==> src/sv/mcsg_pkg.sv <==
// shared types, codes and constants for the motion command safety gate
`default_nettype none

package mcsg_pkg;

   // sizes
   localparam int unsigned NUM_JOINTS     = 6;
   localparam int unsigned NUM_SOURCES    = 8;
   localparam int unsigned SRC_SLOTS      = 8;
   localparam int unsigned SRC_W          = 3;
   localparam int unsigned TS_W           = 32;
   localparam int unsigned CNT_W          = 32;
   localparam int unsigned DEADTIME_W     = 16;
   localparam logic [DEADTIME_W-1:0] DEADTIME_RESET = 16'd100;
   localparam logic signed [15:0] ANGLE_MAX_TENTHS = 16'sd1800;
   localparam int unsigned REQ_DATA_W     = 72;
   localparam int unsigned RSP_DATA_W     = 136;

   // item kinds carried in tuser
   localparam logic OP_VALIDATE  = 1'b0;
   localparam logic OP_SET_STATE = 1'b1;

   // motion types
   localparam logic [2:0] MT_NONE   = 3'd0;
   localparam logic [2:0] MT_ESTOP  = 3'd1;
   localparam logic [2:0] MT_HOME   = 3'd2;
   localparam logic [2:0] MT_SERVO  = 3'd3;

   // system states (value 7 can be stored and forbids all but emergency stop)
   localparam logic [2:0] SS_INIT   = 3'd0;
   localparam logic [2:0] SS_IDLE   = 3'd1;
   localparam logic [2:0] SS_ACTIVE = 3'd2;
   localparam logic [2:0] SS_CALIB  = 3'd3;
   localparam logic [2:0] SS_ERROR  = 3'd4;
   localparam logic [2:0] SS_SAFE   = 3'd5;
   localparam logic [2:0] SS_ESTOP  = 3'd6;

   // operator sources
   localparam logic [SRC_W-1:0] SRC_CLI   = 3'd0;
   localparam logic [SRC_W-1:0] SRC_PANEL = 3'd1;

   typedef enum logic [1:0] {
      REJ_NONE     = 2'd0,
      REJ_LIMIT    = 2'd1,
      REJ_STATE    = 2'd2,
      REJ_DEADTIME = 2'd3
   } reject_code_type;

   typedef struct packed {
      logic              op;
      logic [2:0]        motion_type;
      logic [SRC_W-1:0]  command_source;
      logic              is_critical;
      logic [7:0]        target_joint;
      logic signed [15:0] target_angle_tenths;
      logic [TS_W-1:0]   timestamp_ms;
      logic [2:0]        new_system_state;
   } item_type;

   typedef struct packed {
      logic            accepted;
      reject_code_type code;
      logic            stamp;
   } verdict_type;

endpackage

`default_nettype wire

==> src/sv/motion_command_safety_gate_core.sv <==
// top level: command/state words in, one verdict word out per input word
// path: req accept loads the check stage register and the timestamp read, then the verdict goes to the output register
// throughput: one word per cycle while rsp does not stall
// stalls on rsp hold the check stage; an output register parts the two sides
// reset: synchronous, active high; clears state, counters, valid bits, dead time to 100
`default_nettype none

module motion_command_safety_gate_core #(
   parameter int unsigned NUM_JOINTS  = mcsg_pkg::NUM_JOINTS,
   parameter int unsigned NUM_SOURCES = mcsg_pkg::NUM_SOURCES
) (
   input  wire logic                               clock,
   input  wire logic                               reset,
   // fields from bit 0: motion_type[2:0], command_source[5:3], is_critical[6],
   // target_joint[14:7], target_angle_tenths[30:15], timestamp_ms[62:31],
   // new_system_state[65:63], zero fill
   input  wire logic [mcsg_pkg::REQ_DATA_W-1:0]    req_tdata,
   // op[0]
   input  wire logic                               req_tuser,
   input  wire logic                               req_tvalid,
   output logic                                    req_tready,
   // fields from bit 0: accepted[0], reject_code[2:1], accepted_count[34:3],
   // state_reject_count[66:35], limit_reject_count[98:67],
   // deadtime_reject_count[130:99], zero fill
   output logic [mcsg_pkg::RSP_DATA_W-1:0]         rsp_tdata,
   output logic                                    rsp_tvalid,
   input  wire logic                               rsp_tready,
   input  wire logic [mcsg_pkg::DEADTIME_W-1:0]    csr_data,
   input  wire logic                               csr_valid,
   output logic                                    csr_ready
);

   mcsg_pkg::item_type    req_item;
   mcsg_pkg::item_type    s1_item_ff;
   mcsg_pkg::verdict_type verdict;
   logic                  s1_valid_ff;
   logic                  s1_adv;
   logic                  req_take;
   logic [mcsg_pkg::TS_W-1:0] last_time;
   logic                  last_valid;
   logic [2:0]            system_state_ff;
   logic [mcsg_pkg::DEADTIME_W-1:0] deadtime_ff;
   logic [mcsg_pkg::CNT_W-1:0] acc_cnt_ff, state_cnt_ff, limit_cnt_ff, dead_cnt_ff;
   logic [mcsg_pkg::CNT_W-1:0] acc_cnt_in, state_cnt_in, limit_cnt_in, dead_cnt_in;
   logic                  rsp_valid_ff;
   logic [mcsg_pkg::RSP_DATA_W-1:0] rsp_data_ff;

   // unpack the request word
   assign req_item.op                  = req_tuser;
   assign req_item.motion_type         = req_tdata[2:0];
   assign req_item.command_source      = req_tdata[5:3];
   assign req_item.is_critical         = req_tdata[6];
   assign req_item.target_joint        = req_tdata[14:7];
   assign req_item.target_angle_tenths = req_tdata[30:15];
   assign req_item.timestamp_ms        = req_tdata[62:31];
   assign req_item.new_system_state    = req_tdata[65:63];

   // handshake
   assign s1_adv     = s1_valid_ff && (!rsp_valid_ff || rsp_tready);
   assign req_tready = !s1_valid_ff || s1_adv;
   assign req_take   = req_tvalid && req_tready;
   assign csr_ready  = 1'b1;

   // timestamp memory, read on accept, written as an accepted command retires
   mcsg_ts_mem u_ts_mem (
      .clock    (clock),
      .reset    (reset),
      .rd_en    (req_take),
      .rd_addr  (req_item.command_source),
      .wr_en    (s1_adv && verdict.stamp),
      .wr_addr  (s1_item_ff.command_source),
      .wr_data  (s1_item_ff.timestamp_ms),
      .rd_data  (last_time),
      .rd_valid (last_valid)
   );

   // check stage decision
   mcsg_check #(
      .NUM_JOINTS   (NUM_JOINTS),
      .NUM_SOURCES  (NUM_SOURCES)
   ) u_check (
      .item         (s1_item_ff),
      .system_state (system_state_ff),
      .last_time    (last_time),
      .last_valid   (last_valid),
      .deadtime_ms  (deadtime_ff),
      .verdict      (verdict)
   );

   // next counter values
   always_comb begin
      acc_cnt_in   = acc_cnt_ff;
      state_cnt_in = state_cnt_ff;
      limit_cnt_in = limit_cnt_ff;
      dead_cnt_in  = dead_cnt_ff;
      if (s1_item_ff.op == mcsg_pkg::OP_VALIDATE) begin
         if (verdict.accepted) begin
            acc_cnt_in = acc_cnt_ff + 1'b1;
         end else begin
            case (verdict.code)
               mcsg_pkg::REJ_STATE:    state_cnt_in = state_cnt_ff + 1'b1;
               mcsg_pkg::REJ_LIMIT:    limit_cnt_in = limit_cnt_ff + 1'b1;
               mcsg_pkg::REJ_DEADTIME: dead_cnt_in  = dead_cnt_ff + 1'b1;
               default: begin
               end
            endcase
         end
      end
   end

   // check stage register
   always_ff @(posedge clock) begin
      if (req_take) begin
         s1_item_ff <= req_item;
      end
   end

   // control state, counters and dead time register
   always_ff @(posedge clock) begin
      if (reset) begin
         s1_valid_ff     <= 1'b0;
         rsp_valid_ff    <= 1'b0;
         system_state_ff <= mcsg_pkg::SS_INIT;
         deadtime_ff     <= mcsg_pkg::DEADTIME_RESET;
         acc_cnt_ff      <= '0;
         state_cnt_ff    <= '0;
         limit_cnt_ff    <= '0;
         dead_cnt_ff     <= '0;
      end else begin
         if (req_tready) begin
            s1_valid_ff <= req_tvalid;
         end
         if (s1_adv) begin
            rsp_valid_ff <= 1'b1;
         end else if (rsp_tready) begin
            rsp_valid_ff <= 1'b0;
         end
         if (csr_valid) begin
            deadtime_ff <= csr_data;
         end
         if (s1_adv) begin
            if (s1_item_ff.op == mcsg_pkg::OP_SET_STATE) begin
               system_state_ff <= s1_item_ff.new_system_state;
            end
            acc_cnt_ff   <= acc_cnt_in;
            state_cnt_ff <= state_cnt_in;
            limit_cnt_ff <= limit_cnt_in;
            dead_cnt_ff  <= dead_cnt_in;
         end
      end
   end

   // output word register
   always_ff @(posedge clock) begin
      if (s1_adv) begin
         rsp_data_ff <= {5'd0, dead_cnt_in, limit_cnt_in, state_cnt_in, acc_cnt_in,
                         verdict.code, verdict.accepted};
      end
   end

   assign rsp_tvalid = rsp_valid_ff;
   assign rsp_tdata  = rsp_data_ff;

endmodule

`default_nettype wire

==> src/sv/mcsg_ts_mem.sv <==
// per-source timestamp memory with valid bits and write-to-read forwarding
`default_nettype none

module mcsg_ts_mem (
   input  wire logic                          clock,
   input  wire logic                          reset,
   input  wire logic                          rd_en,
   input  wire logic [mcsg_pkg::SRC_W-1:0]    rd_addr,
   input  wire logic                          wr_en,
   input  wire logic [mcsg_pkg::SRC_W-1:0]    wr_addr,
   input  wire logic [mcsg_pkg::TS_W-1:0]     wr_data,
   output logic [mcsg_pkg::TS_W-1:0]          rd_data,
   output logic                               rd_valid
);

   logic [mcsg_pkg::TS_W-1:0] mem [mcsg_pkg::SRC_SLOTS];
   logic [mcsg_pkg::SRC_SLOTS-1:0] valid_ff;
   logic [mcsg_pkg::TS_W-1:0] rd_data_ff;
   logic rd_valid_ff;
   logic collide;

   // a write to the entry being read in the same cycle is forwarded
   assign collide = wr_en && (wr_addr == rd_addr);

   // storage array
   always_ff @(posedge clock) begin
      if (wr_en) begin
         mem[wr_addr] <= wr_data;
      end
   end

   // registered read port
   always_ff @(posedge clock) begin
      if (rd_en) begin
         rd_data_ff <= collide ? wr_data : mem[rd_addr];
      end
   end

   // entry valid bits, cleared at reset
   always_ff @(posedge clock) begin
      if (reset) begin
         valid_ff    <= '0;
         rd_valid_ff <= 1'b0;
      end else begin
         if (wr_en) begin
            valid_ff[wr_addr] <= 1'b1;
         end
         if (rd_en) begin
            rd_valid_ff <= collide || valid_ff[rd_addr];
         end
      end
   end

   assign rd_data  = rd_data_ff;
   assign rd_valid = rd_valid_ff;

endmodule

`default_nettype wire

==> src/sv/mcsg_check.sv <==
// command checks: type, system state, servo limits and dead time
`default_nettype none

module mcsg_check #(
   parameter int unsigned NUM_JOINTS  = mcsg_pkg::NUM_JOINTS,
   parameter int unsigned NUM_SOURCES = mcsg_pkg::NUM_SOURCES
) (
   input  wire mcsg_pkg::item_type                 item,
   input  wire logic [2:0]                         system_state,
   input  wire logic [mcsg_pkg::TS_W-1:0]          last_time,
   input  wire logic                               last_valid,
   input  wire logic [mcsg_pkg::DEADTIME_W-1:0]    deadtime_ms,
   output mcsg_pkg::verdict_type                   verdict
);

   logic operator_src;
   logic state_ok;
   logic limits_ok;
   logic in_slots;
   logic deadtime_ok;
   logic [mcsg_pkg::TS_W-1:0] elapsed;

   assign operator_src = (item.command_source == mcsg_pkg::SRC_CLI)
                      || (item.command_source == mcsg_pkg::SRC_PANEL);

   // state check
   always_comb begin
      state_ok = 1'b0;
      if (item.motion_type == mcsg_pkg::MT_ESTOP) begin
         state_ok = 1'b1;
      end else begin
         case (system_state)
            mcsg_pkg::SS_INIT: begin
               state_ok = (item.motion_type == mcsg_pkg::MT_HOME);
            end
            mcsg_pkg::SS_IDLE, mcsg_pkg::SS_ACTIVE: begin
               state_ok = 1'b1;
            end
            mcsg_pkg::SS_CALIB, mcsg_pkg::SS_ERROR: begin
               state_ok = operator_src;
            end
            mcsg_pkg::SS_SAFE: begin
               state_ok = (item.motion_type == mcsg_pkg::MT_HOME) && operator_src;
            end
            default: begin
               state_ok = 1'b0;
            end
         endcase
      end
   end

   // servo joint and angle limits
   assign limits_ok = (item.motion_type != mcsg_pkg::MT_SERVO)
                   || ((item.target_joint < 8'(NUM_JOINTS))
                       && (item.target_angle_tenths >= 16'sd0)
                       && (item.target_angle_tenths <= mcsg_pkg::ANGLE_MAX_TENTHS));

   // dead time since the source's last accepted command
   assign in_slots    = ({1'b0, item.command_source} < 4'(NUM_SOURCES));
   assign elapsed     = item.timestamp_ms - last_time;
   assign deadtime_ok = item.is_critical || !in_slots || !last_valid
                     || (last_time == '0)
                     || (elapsed >= {{(mcsg_pkg::TS_W-mcsg_pkg::DEADTIME_W){1'b0}},
                                     deadtime_ms});

   // verdict in check order
   always_comb begin
      verdict.accepted = 1'b0;
      verdict.code     = mcsg_pkg::REJ_NONE;
      verdict.stamp    = 1'b0;
      if (item.op == mcsg_pkg::OP_VALIDATE) begin
         if (item.motion_type == mcsg_pkg::MT_NONE) begin
            verdict.code = mcsg_pkg::REJ_LIMIT;
         end else if (!state_ok) begin
            verdict.code = mcsg_pkg::REJ_STATE;
         end else if (!limits_ok) begin
            verdict.code = mcsg_pkg::REJ_LIMIT;
         end else if (!deadtime_ok) begin
            verdict.code = mcsg_pkg::REJ_DEADTIME;
         end else begin
            verdict.accepted = 1'b1;
            verdict.stamp    = in_slots;
         end
      end
   end

endmodule

`default_nettype wire

==> config.mk <==
export PLATFORM = sky130hd
export DESIGN_NAME = motion_command_safety_gate_core
export DESIGN_NICKNAME = d
export VERILOG_FILES = /design/src/sv/mcsg_pkg.sv /design/src/sv/motion_command_safety_gate_core.sv /design/src/sv/mcsg_ts_mem.sv /design/src/sv/mcsg_check.sv
export SDC_FILE = /design/constraint.sdc
export NUM_CORES = 1
export LEC_CHECK = 0
export BUFFER_PORTS_ARGS = -buffer_cell sky130_fd_sc_hd__buf_2
export CORE_AREA = 3 3 272 274
export DETAILED_ROUTE_END_ITERATION = 8
export DIE_AREA = 0 0 275 277
export PLACE_DENSITY = 0.67
export SLEW_MARGIN = 20
export SYNTH_ARGS = -nofsm -noshare
export SYNTH_HDL_FRONTEND = slang
export SYNTH_SLANG_ARGS = --single-unit
==> constraint.sdc <==
create_clock -name clock -period 9.7 [get_ports clock]
set_input_delay 1.455 -clock clock [delete_from_list [all_inputs] [get_ports clock]]
set_output_delay 1.455 -clock clock [all_outputs]
set_load 0.03 [all_outputs]
Word level (Yosys, flattened, before mapping) --
Memories as Yosys holds them, arrays and structs flattened. A register that Yosys moved wholly into a read port is not among the register bits. Index checks and enable logic that the tools add are counted. Widths: inputs -> output; s select.
Word-level totals: bits in writable memories 256, word-level logic and storage cells 103, input port bits 94, output and inout port bits 139, register bits 356, memories 1
Memories:
- u_ts_mem.mem | depth 8, width 32, rd ports 1, clocked after memory_dff 1, wr ports 1, RTL line mcsg_ts_mem.sv:16 | logic [mcsg_pkg::TS_W-1:0] mem [mcsg_pkg::SRC_SLOTS];
Operators by class: muxes and demuxes 30, reductions and logical operators 27, $add $sub $neg 5, equal/unequal tests 13, bitwise gates (word level) 1, magnitude comparators 7
Operators with widths (number):
- $mux 32 | 11
- $add 32x1->32 const B | 4
- $ge 32x16->1 | 1
- $logic_not 32->1 | 1
- $sub 32x32->32 | 1
- $ge 16x1->1 const B | 1
- $le 16x12->1 const B | 1
- $mux 1 | 11
- $eq 3x1->1 const B | 3
- $eq 3x2->1 const B | 3
- $logic_not 3->1 | 3
- $logic_and 1x1->1 | 8
- $logic_or 1x1->1 | 8
- $lt 3x4->1 const B | 2
- $lt 8x3->1 const B | 1
- $mux 2 | 4
- $or 8x8->8 | 1
- $eq 3x3->1 const B | 2
- $eq 2x2->1 const B | 2
- $mux 4 | 1
- $pmux 1 s4 | 1
- $reduce_or 2->1 | 2
- $bmux 1 s3 | 1
- $demux 1 s3 | 1
- other kinds (7) | 9

Depth between registers and ports, before layout --
Gate-level depths: netlist of run 1.
depth after elaboration 13, mapped depth 22, depth with buffers taken out 20

Cells and area by module --
A second synthesis of run 1 with hierarchy kept.
Unflattened totals: cell total of the unflattened synthesis 2196, area, all modules 29061.6 sq um
Modules (own cells, without submodules):
- motion_command_safety_gate_core | cells an instance 1314, times used 1, sequential area each 8928.6 sq um, area an instance 14883.0 sq um
- mcsg_ts_mem | cells an instance 483, times used 1, sequential area each 8828.5 sq um, area an instance 11568.6 sq um
- mcsg_check | cells an instance 399, times used 1, sequential area each 0.0 sq um, area an instance 2610.0 sq um

Worst setup path before layout of run 1 --
OpenSTA, ideal clock, no wires.
kind input to register, start input rsp_tready, end memory u_ts_mem.mem[2][0] in the netlist's numbering (enable), required time 9239 ps, stages 9, arrival 8922 ps, library setup time 461 ps, path slack 317 ps, path buffers 4, path through nor2b_1 -> nand2b_1 -> buf_1 -> inv_1 -> clkbuf_1 -> clkbuf_1 -> clkbuf_1 -> nand2_1 -> nor3_1
On the way: word-level cells in the longest chain between the ends 5
RTL lines:
- start, declared | RTL line motion_command_safety_gate_core.sv:27 | input wire logic rsp_tready,
- $logic_or 1x1->1 | RTL line motion_command_safety_gate_core.sv:59 | assign s1_adv = s1_valid_ff && (!rsp_valid_ff || rsp_tready);
- $logic_and 1x1->1 | RTL line motion_command_safety_gate_core.sv:59
- net s1_adv | RTL line motion_command_safety_gate_core.sv:37 | logic s1_adv;
- $logic_and 1x1->1 | RTL line motion_command_safety_gate_core.sv:70 | .wr_en (s1_adv && verdict.stamp),
- $mux 1 | RTL line mcsg_ts_mem.sv:27 | if (wr_en) begin
- $mux 1 (implied by the code) | RTL line mcsg_ts_mem.sv:28 | mem[wr_addr] <= wr_data;
- end, declared | RTL line mcsg_ts_mem.sv:16
The timed path passes the listed nets, and every way through them passes these cells.

Worst setup path after layout of run 1 --
start register s1_item_ff[14] in the netlist's numbering, end register rsp_data_ff (netlist bit rsp_tdata[110]) (data pin)
On the way: word-level cells in the longest chain between the ends 12, elaborated cells between the ends (all ways) 16, classes of those cells 1 x add/sub; 1 x order compare; 1 x eq/ne; 12 x mux; 1 x reduce/logical
RTL lines:
- start, declared | RTL line motion_command_safety_gate_core.sv:34 | mcsg_pkg::item_type s1_item_ff;
- start signal, assigned | RTL line motion_command_safety_gate_core.sv:114 | s1_item_ff <= req_item;
- $sub 32x32->32 * | RTL line mcsg_check.sv:60 | assign elapsed = item.timestamp_ms - last_time;
- $ge 32x16->1 * | RTL line mcsg_check.sv:63 | || (elapsed >= {{(mcsg_pkg::TS_W-mcsg_pkg::DEADTIME_W){1'b0}},
- $logic_or 1x1->1 * | RTL line mcsg_check.sv:63
- $mux 2 | RTL line mcsg_check.sv:78 | end else if (!deadtime_ok) begin
- $mux 2 | RTL line mcsg_check.sv:76 | end else if (!limits_ok) begin
- $mux 2 | RTL line mcsg_check.sv:74 | end else if (!state_ok) begin
- $mux 2 | RTL line mcsg_check.sv:72 | if (item.motion_type == mcsg_pkg::MT_NONE) begin
- $mux 4 * | RTL line mcsg_check.sv:71 | if (item.op == mcsg_pkg::OP_VALIDATE) begin
- $eq 2x2->1 | RTL line motion_command_safety_gate_core.sv:100 | case (verdict.code)
- $mux 32 | RTL line motion_command_safety_gate_core.sv:100
- $mux 32 * | RTL line motion_command_safety_gate_core.sv:97 | if (verdict.accepted) begin
- $mux 32 * | RTL line motion_command_safety_gate_core.sv:96 | if (s1_item_ff.op == mcsg_pkg::OP_VALIDATE) begin
- net dead_cnt_in (one bit) | RTL line motion_command_safety_gate_core.sv:44 | logic [mcsg_pkg::CNT_W-1:0] acc_cnt_in, state_cnt_in, limit_cnt_in, dead_cnt_in;
- end signal, assigned | RTL line motion_command_safety_gate_core.sv:156 | rsp_data_ff <= {5'd0, dead_cnt_in, limit_cnt_in, state_cnt_in, acc_cnt_in,
- end, declared | RTL line motion_command_safety_gate_core.sv:46 | logic [mcsg_pkg::RSP_DATA_W-1:0] rsp_data_ff;
The timed path passes the listed nets; every way through them passes the cells marked *. A chain may end at the register's enable or synchronous reset.

==> results of run 1 <==
## flip-flops by register name (all words and copies together), names as in the netlist
name and count:
u_ts_mem.rd_valid 1, deadtime_ff 16, u_ts_mem.rd_data 32, state_cnt_ff 32
dead_cnt_ff 32, limit_cnt_ff 32, rsp_tvalid 1, rsp_tdata 131
u_ts_mem.valid_ff 8, s1_valid_ff 1, s1_item_ff 66, u_ts_mem.mem 256
system_state_ff 3, acc_cnt_ff 32
## report_power, final
group	switching, uW	leakage [uW]	internal (uW)
logic	305	0.00474	166
registers	51.5	0.00571	3030
clock network	1120	0.00114	1550
## layout make-up
type                    instances  area, sq um  area share, %
well taps                     950         1190           3.61
diodes                          4         10.0         0.0304
repair buffers                242         1270           3.87
multi-input cells            1412        10100           30.5
flip-flops and latches        643        17700           53.8
clock inverters                30          315          0.957
inverters                      86          328          0.995
clock buffers                 103         2040           6.19
## cell families (layout without fill, tap and decap cells)
| family | Yosys count | in the layout | share of synthesized area, % |
|---|---|---|---|
| simple gates | 713 | 713 | 12.4 |
| flops | 643 | 643 | 62.1 |
| compound gates | 301 | 301 | 6.38 |
| xor+xnor | 214 | 214 | 6.57 |
| buf+inv | 203 | 461 | 2.87 |
| mux | 126 | 126 | 7.35 |
| fa+ha+maj | 52 | 52 | 2.31 |
| other cells | 2 | 10 | 0.0263 |
## critical path, cell delays in order (launching register included)
cell and delay, ns:
edfxtp_1 0.54, ha_1 0.51, nand2_1 0.13, nor3_1 0.34
o2111ai_1 0.32, nand2_1 0.24, xor2_1 0.19, ha_1 0.27
a21o_1 0.19, a21oi_1 0.16, o22ai_1 0.13, a2111oi_0 0.47
nand4b_1 0.14, nor4_1 0.33, nand4_1 0.21, nor4_4 0.26
buf_4 0.41, and2_1 0.81, nand3_1 0.19, xnor2_1 0.20
## final timing paths
| kind | to | slack (ns) | cells after the start |
|---|---|---|---|
| min | u_ts_mem.valid_ff[1]$_SDFFE_PP0P_ | 0.47 | 1 |
| max reg2reg | rsp_tdata[110]$_DFFE_PP_ | 3.36 | 19 |
| min reg2reg | u_ts_mem.valid_ff[1]$_SDFFE_PP0P_ | 0.47 | 1 |
| max | rsp_tdata[110]$_DFFE_PP_ | 3.36 | 19 |
## metal layers
metal / GRT usage (%) / vias to the layer above / share of wire, %
li1: - / 8707 / -
met3: 3.13 / 99 / 6.3
met5: 0 / - / 0
met2: 28.2 / 560 / 48
met4: 4.31 / 0 / 2.1
met1: 23.3 / 8957 / 44
## cell usage after synthesis (all sizes together), types with 4 or more instances
library cell  count  area share (%)
nand2           172             2.3
or2               4           0.088
and3             46             1.0
nor2            172             2.3
a31oi             7            0.15
inv              86             1.1
and4              7            0.21
a31o              4            0.12
nand4            52             1.1
o31ai             9            0.24
mux2              9            0.36
xnor2           134             4.1
dfxtp           158              11
nand3           100             1.8
or3              34            0.75
clkbuf           91             1.2
mux2i            51             1.8
o21ai            89             1.6
or4               7            0.20
a21o             26            0.68
nor3             32            0.56
a21oi           106             1.9
o21a             10            0.26
a211oi            6            0.16
o211ai           10            0.26
nor4             24            0.58
nor2b             8            0.18
xor2             80             2.5
ha               51             2.2
and2             34            0.75
mux4             66             5.2
edfxtp          485              51
nand4b            5            0.15
buf              26            0.54
nand2b            7            0.15
## through the flow
stage	hold WS [ns]	instances	utilization [%]
5_1_grt	0.495	3466	46.0
3_5_place_dp	0.454	3333	42.7
6_report	0.469	3470	46.0
3_3_place_gp	0.445	3333	42.7
2_1_floorplan	0.431	2258	-
4_1_cts	0.468	3466	46.0
==> results.cfg, run 1 <==
[logic_synthesis]
synth-seq-cells = 643
synth.distinct_cells = 75
synth_cells = 2254
synth_ff_type = edfxtp_1
yosysSeqAreaShare_pct = 62.1
async_flop_share_pct = 0
synth_area_per_cell_sq_um = 12.7
synth_area_sq_um = 28500
synth-edff-count = 485
yosysWarningCount = 0

[timing]
fin_crit_sh_pct = 65.4
finClkSkew_ns = 0.0262
max_freq_mhz = 158
rsz0062_at_grt = false
drv_slew = 0
worst_pin_slew_ns = 1.11
layout_min_cycle_time_ns = 6.34
setup_viol = 0
slew_headroom_pct = 25.4
layout_setup_ws_ns = 3.36
tns_ns = 0
finalHoldViolCount = 0

[finish]
areaGrowthSynthToFinish_pct = 15.4
layout-drive-gt1-share_pct = 18.1
mostFrequentLayoutCells = 485 x edfxtp_1, 217 x buf_2, 171 x nand2_1, 169 x nor2_1, 158 x dfxtp_1
fillerInstances = 6419
mostFrequentLayoutCell = edfxtp_1
finalInstanceArea_sq_um = 32900
fin_nets = 2603

[power_and_ir_drop]
p_leak_uw = 0.0116
power_density_nw_per_um2 = 189
max-vdd-ir-drop_mv = 0.139
power.total_uw = 6210

[clocking]
clk_latency_ns = 0.63
clock-root-buffer = clkbuf_16
post_cts_buffers = 0
hold_buffers = 0
cts_buffers = 72
cts_tree = built
clk_pin_slew_ns = 0.06
clkSinkCount = 643
ctsResizeCount = 0
cts_htree_levels = 3
clockBufferDepth = 3

[grt]
track_usage_pct = 17.1
grt_overflow = 0
first_global_vias = 18200
antenna_found_initial = 4
grt_first_pass_wirelength_mm = 102
grt_max_degree = 108

[detailed_routing]
antenna_left = 0
first_pass_iters = 6
drc = 0
avgRoutedWirePerCell_um = 19.0
dr_total_vias = 18300
drt-total-wl_mm = 65.8
first_iter_violations = 1713
vias_per_cell = 5.28

[floorplanning]
coreArea_sq_um = 71600
start_util_pct = 39.9
dieArea_sq_um = 76200
die_x_um = 275
placementRows = 98
die_h_um = 277
io_pins = 233

[place]
placed_area_sq_um = 30600
preCtsSetupSlack_ns = 3.45
numPortBuffers = 219
gp_congestion = 0.909
hpwl_mm = 43.7

[run]
cap_viol_max_count = 0

[setup_path]
r2r_start = s1_item_ff[14]$_DFFE_PP_
crit_fanout = 32
cp-startpoint = s1_item_ff[14]$_DFFE_PP_
critPathArrivalTime_ns = 6.69
endpoint_kind = flip-flop
crit_type = flip-flop to flip-flop
worstPathRequired_ns = 10.05
startpoint_type = flip-flop

[worst_hold_path]
holdCritPathClass = flip-flop to flip-flop
min_from = u_ts_mem.valid_ff[1]$_SDFFE_PP0P_

[status]
status = completed
No activity file was read; power rests on OpenSTA's default activity.
==> inputs of run 2 (changes only) <==
- ABC_AREA: not set -> 1
- CORE_AREA: 3 3 272 274 -> 3 3 285 287
- DIE_AREA: 0 0 275 277 -> 0 0 288 290
- PLACE_DENSITY: 0.67 -> 0.64
- clock period: 9.7 -> 6.5 ns (I/O delays scaled with it)
==> results.cfg, run 2 <==
[detailed_routing]
drc = 0
vias_per_cell = 4.94
first_pass_iters = 5
first_iter_violations = 1733
antenna_left = 0
avgRoutedWirePerCell_um = 16.0
dr_total_vias = 23400
drt-total-wl_mm = 75.6

[logic_synthesis]
yosysWarningCount = 0
yosys-top-cells-count = 845 x nand2_1, 485 x edfxtp_1, 479 x inv_1
synth-seq-cells = 643
synth-edff-count = 485
synth.distinct_cells = 48
synth_area_leader_cell = edfxtp_1
synth.most_common_cell = nand2_1
ys_top_cells_by_area = edfxtp_1 46%, nand2_1 10%, dfxtp_1 10%
synth_area_per_cell_sq_um = 9.12
synth_area_sq_um = 31400
async_flop_share_pct = 0
synth_top_area_share_pct = 46.4
synth_ff_type = edfxtp_1
synth_cells = 3442
yosysSeqAreaShare_pct = 56.5

[clocking]
clk_latency_ns = 0.64
clkSinkCount = 643
cts_tree = built
clock-root-buffer = clkbuf_16
hold_buffers = 0
ctsResizeCount = 0
clockBufferDepth = 3
clk_pin_slew_ns = 0.06
cts_htree_levels = 3
cts_buffers = 74
post_cts_buffers = 0

[timing]
whs_ns = 0.451
rsz0062_at_grt = false
worst_pin_slew_ns = 1.05
layout_min_cycle_time_ns = 5.53
fin_crit_sh_pct = 85.0
drv_slew = 0
max_freq_mhz = 181
finClkSkew_ns = 0.0285
setup_viol = 0
slew_headroom_pct = 29.7
tns_ns = 0
finalHoldViolCount = 0

[grt]
track_usage_pct = 17.9
grt_max_degree = 139
grt_overflow = 0
antenna_found_initial = 5
grt_first_pass_wirelength_mm = 119
first_global_vias = 21800

[floorplanning]
placementRows = 103
dieArea_sq_um = 83500
die_h_um = 290
io_pins = 233
die_x_um = 288
start_util_pct = 39.8
coreArea_sq_um = 78900

[setup_path]
critPathSlowestCell = nand3_2
startpoint_type = flip-flop
r2r_cells = 28
endpoint_kind = flip-flop
worstPathRequired_ns = 6.85
crit_fanout = 32
cp_slowest_stage_delay_ns = 0.71
crit_type = flip-flop to flip-flop
crit_path_frequent_cell = nand2_1
critPathArrivalTime_ns = 5.87

[worst_hold_path]
holdCritPathClass = flip-flop to flip-flop
whs_path_depth = 2

[run]
cap_viol_max_count = 0

[power_and_ir_drop]
max-vdd-ir-drop_mv = 0.195
power_density_nw_per_um2 = 279
p_leak_uw = 0.0154

[status]
status = completed

[place]
hpwl_mm = 49.9
gp_congestion = 0.934
numPortBuffers = 219

[finish]
largest_register_ffs = 256
fin_nets = 3770
mostFrequentLayoutCells = 844 x nand2_1, 485 x edfxtp_1, 476 x inv_1, 304 x nor2_1, 217 x buf_2
largest-register = u_ts_mem.mem
fillerInstances = 7524
areaGrowthSynthToFinish_pct = 13.9
layout-drive-gt1-share_pct = 11.9
mostFrequentLayoutCell = nand2_1
## run 2: cell count changes after synthesis, sizes merged, moves of 53 or more
| cell | delta |
|---|---|
| inv | +402 |
| nor2 | +137 |
| xnor2 | -130 |
| o21ai | +131 |
| a21oi | +70 |
| nand2 | +681 |
| nand3 | +53 |
| mux4 | -66 |
## run 2: final cells by class
class                      count  area, sq um  share of cell area, %
antenna                        1         2.50                0.00700
clock buffer                  96         2010                   5.61
clock inverter                40          419                   1.17
inverter                     491         1860                   5.19
multi-input combinational   2168        11100                   31.0
sequential                   643        17700                   49.6
tap                         1050         1310                   3.68
timing repair buffer         246         1330                   3.72
## run 2: worst paths after layout
kind,start,end,slack [ns]
setup / recovery,s1_item_ff[3]$_DFFE_PP_,rsp_tdata[91]$_DFFE_PP_,0.97
hold / removal,u_ts_mem.valid_ff[7]$_SDFFE_PP0P_,u_ts_mem.valid_ff[7]$_SDFFE_PP0P_,0.45
setup reg to reg,s1_item_ff[3]$_DFFE_PP_,rsp_tdata[91]$_DFFE_PP_,0.97
hold reg to reg,u_ts_mem.valid_ff[7]$_SDFFE_PP0P_,u_ts_mem.valid_ff[7]$_SDFFE_PP0P_,0.45
## run 2: cells by family (layout without fill, tap and decap cells)
group / after synthesis / count (layout) / share of synthesized area, %
and+or+nand+nor: 1509 / 1509 / 21.3
DFF: 643 / 643 / 56.5
buffers and inverters: 635 / 873 / 8.21
AOI/OAI and AO/OA: 471 / 471 / 8.25
xor gates and xnor gates: 130 / 130 / 3.63
adders and majority gates: 52 / 52 / 2.10
other: 2 / 7 / 0.0239
## run 2: per-layer routing
metal	GRT usage, %	part of all wire, %	vias up	wire [um]
li1	-	-	11800	-
met1	26.0	47	10800	35500
met2	27.3	44	635	33100
met3	2.95	6.5	119	4930
met4	5.73	2.7	4	2050
met5	0	0.034	-	26
## run 2: worst max-delay path, delay by kind of cell, from the launching register on
kind	cells	cell delay, ns
and+or+nand+nor	20	3.11
buffers and inverters	3	0.33
DFF	1	0.50
AOI/OAI and AO/OA	1	0.06
xor gates and xnor gates	1	0.29
adders and majority gates	3	0.96
## run 2: per-stage QoR
stage | worst slack, ns | total power, uW | area [sq um] | cells | utilization (%)
2_1_floorplan | 0.832 | 5640 | 31400 | 3446 | -
4_1_cts | 1.04 | 10100 | 35700 | 4734 | 45.3
5_1_grt | 0.679 | 10400 | 35700 | 4734 | 45.3
6_report | 0.975 | 9990 | 35700 | 4735 | 45.3
3_5_place_dp | 1.06 | 5950 | 33300 | 4598 | 42.2
3_3_place_gp | 1.12 | 5940 | 33300 | 4598 | 42.2
## run 2: report_power, final
part / internal [uW] / switching, uW / total [uW]
logic: 350 / 795 / 1150
clock network: 2380 / 1730 / 4110
registers: 4600 / 128 / 4730
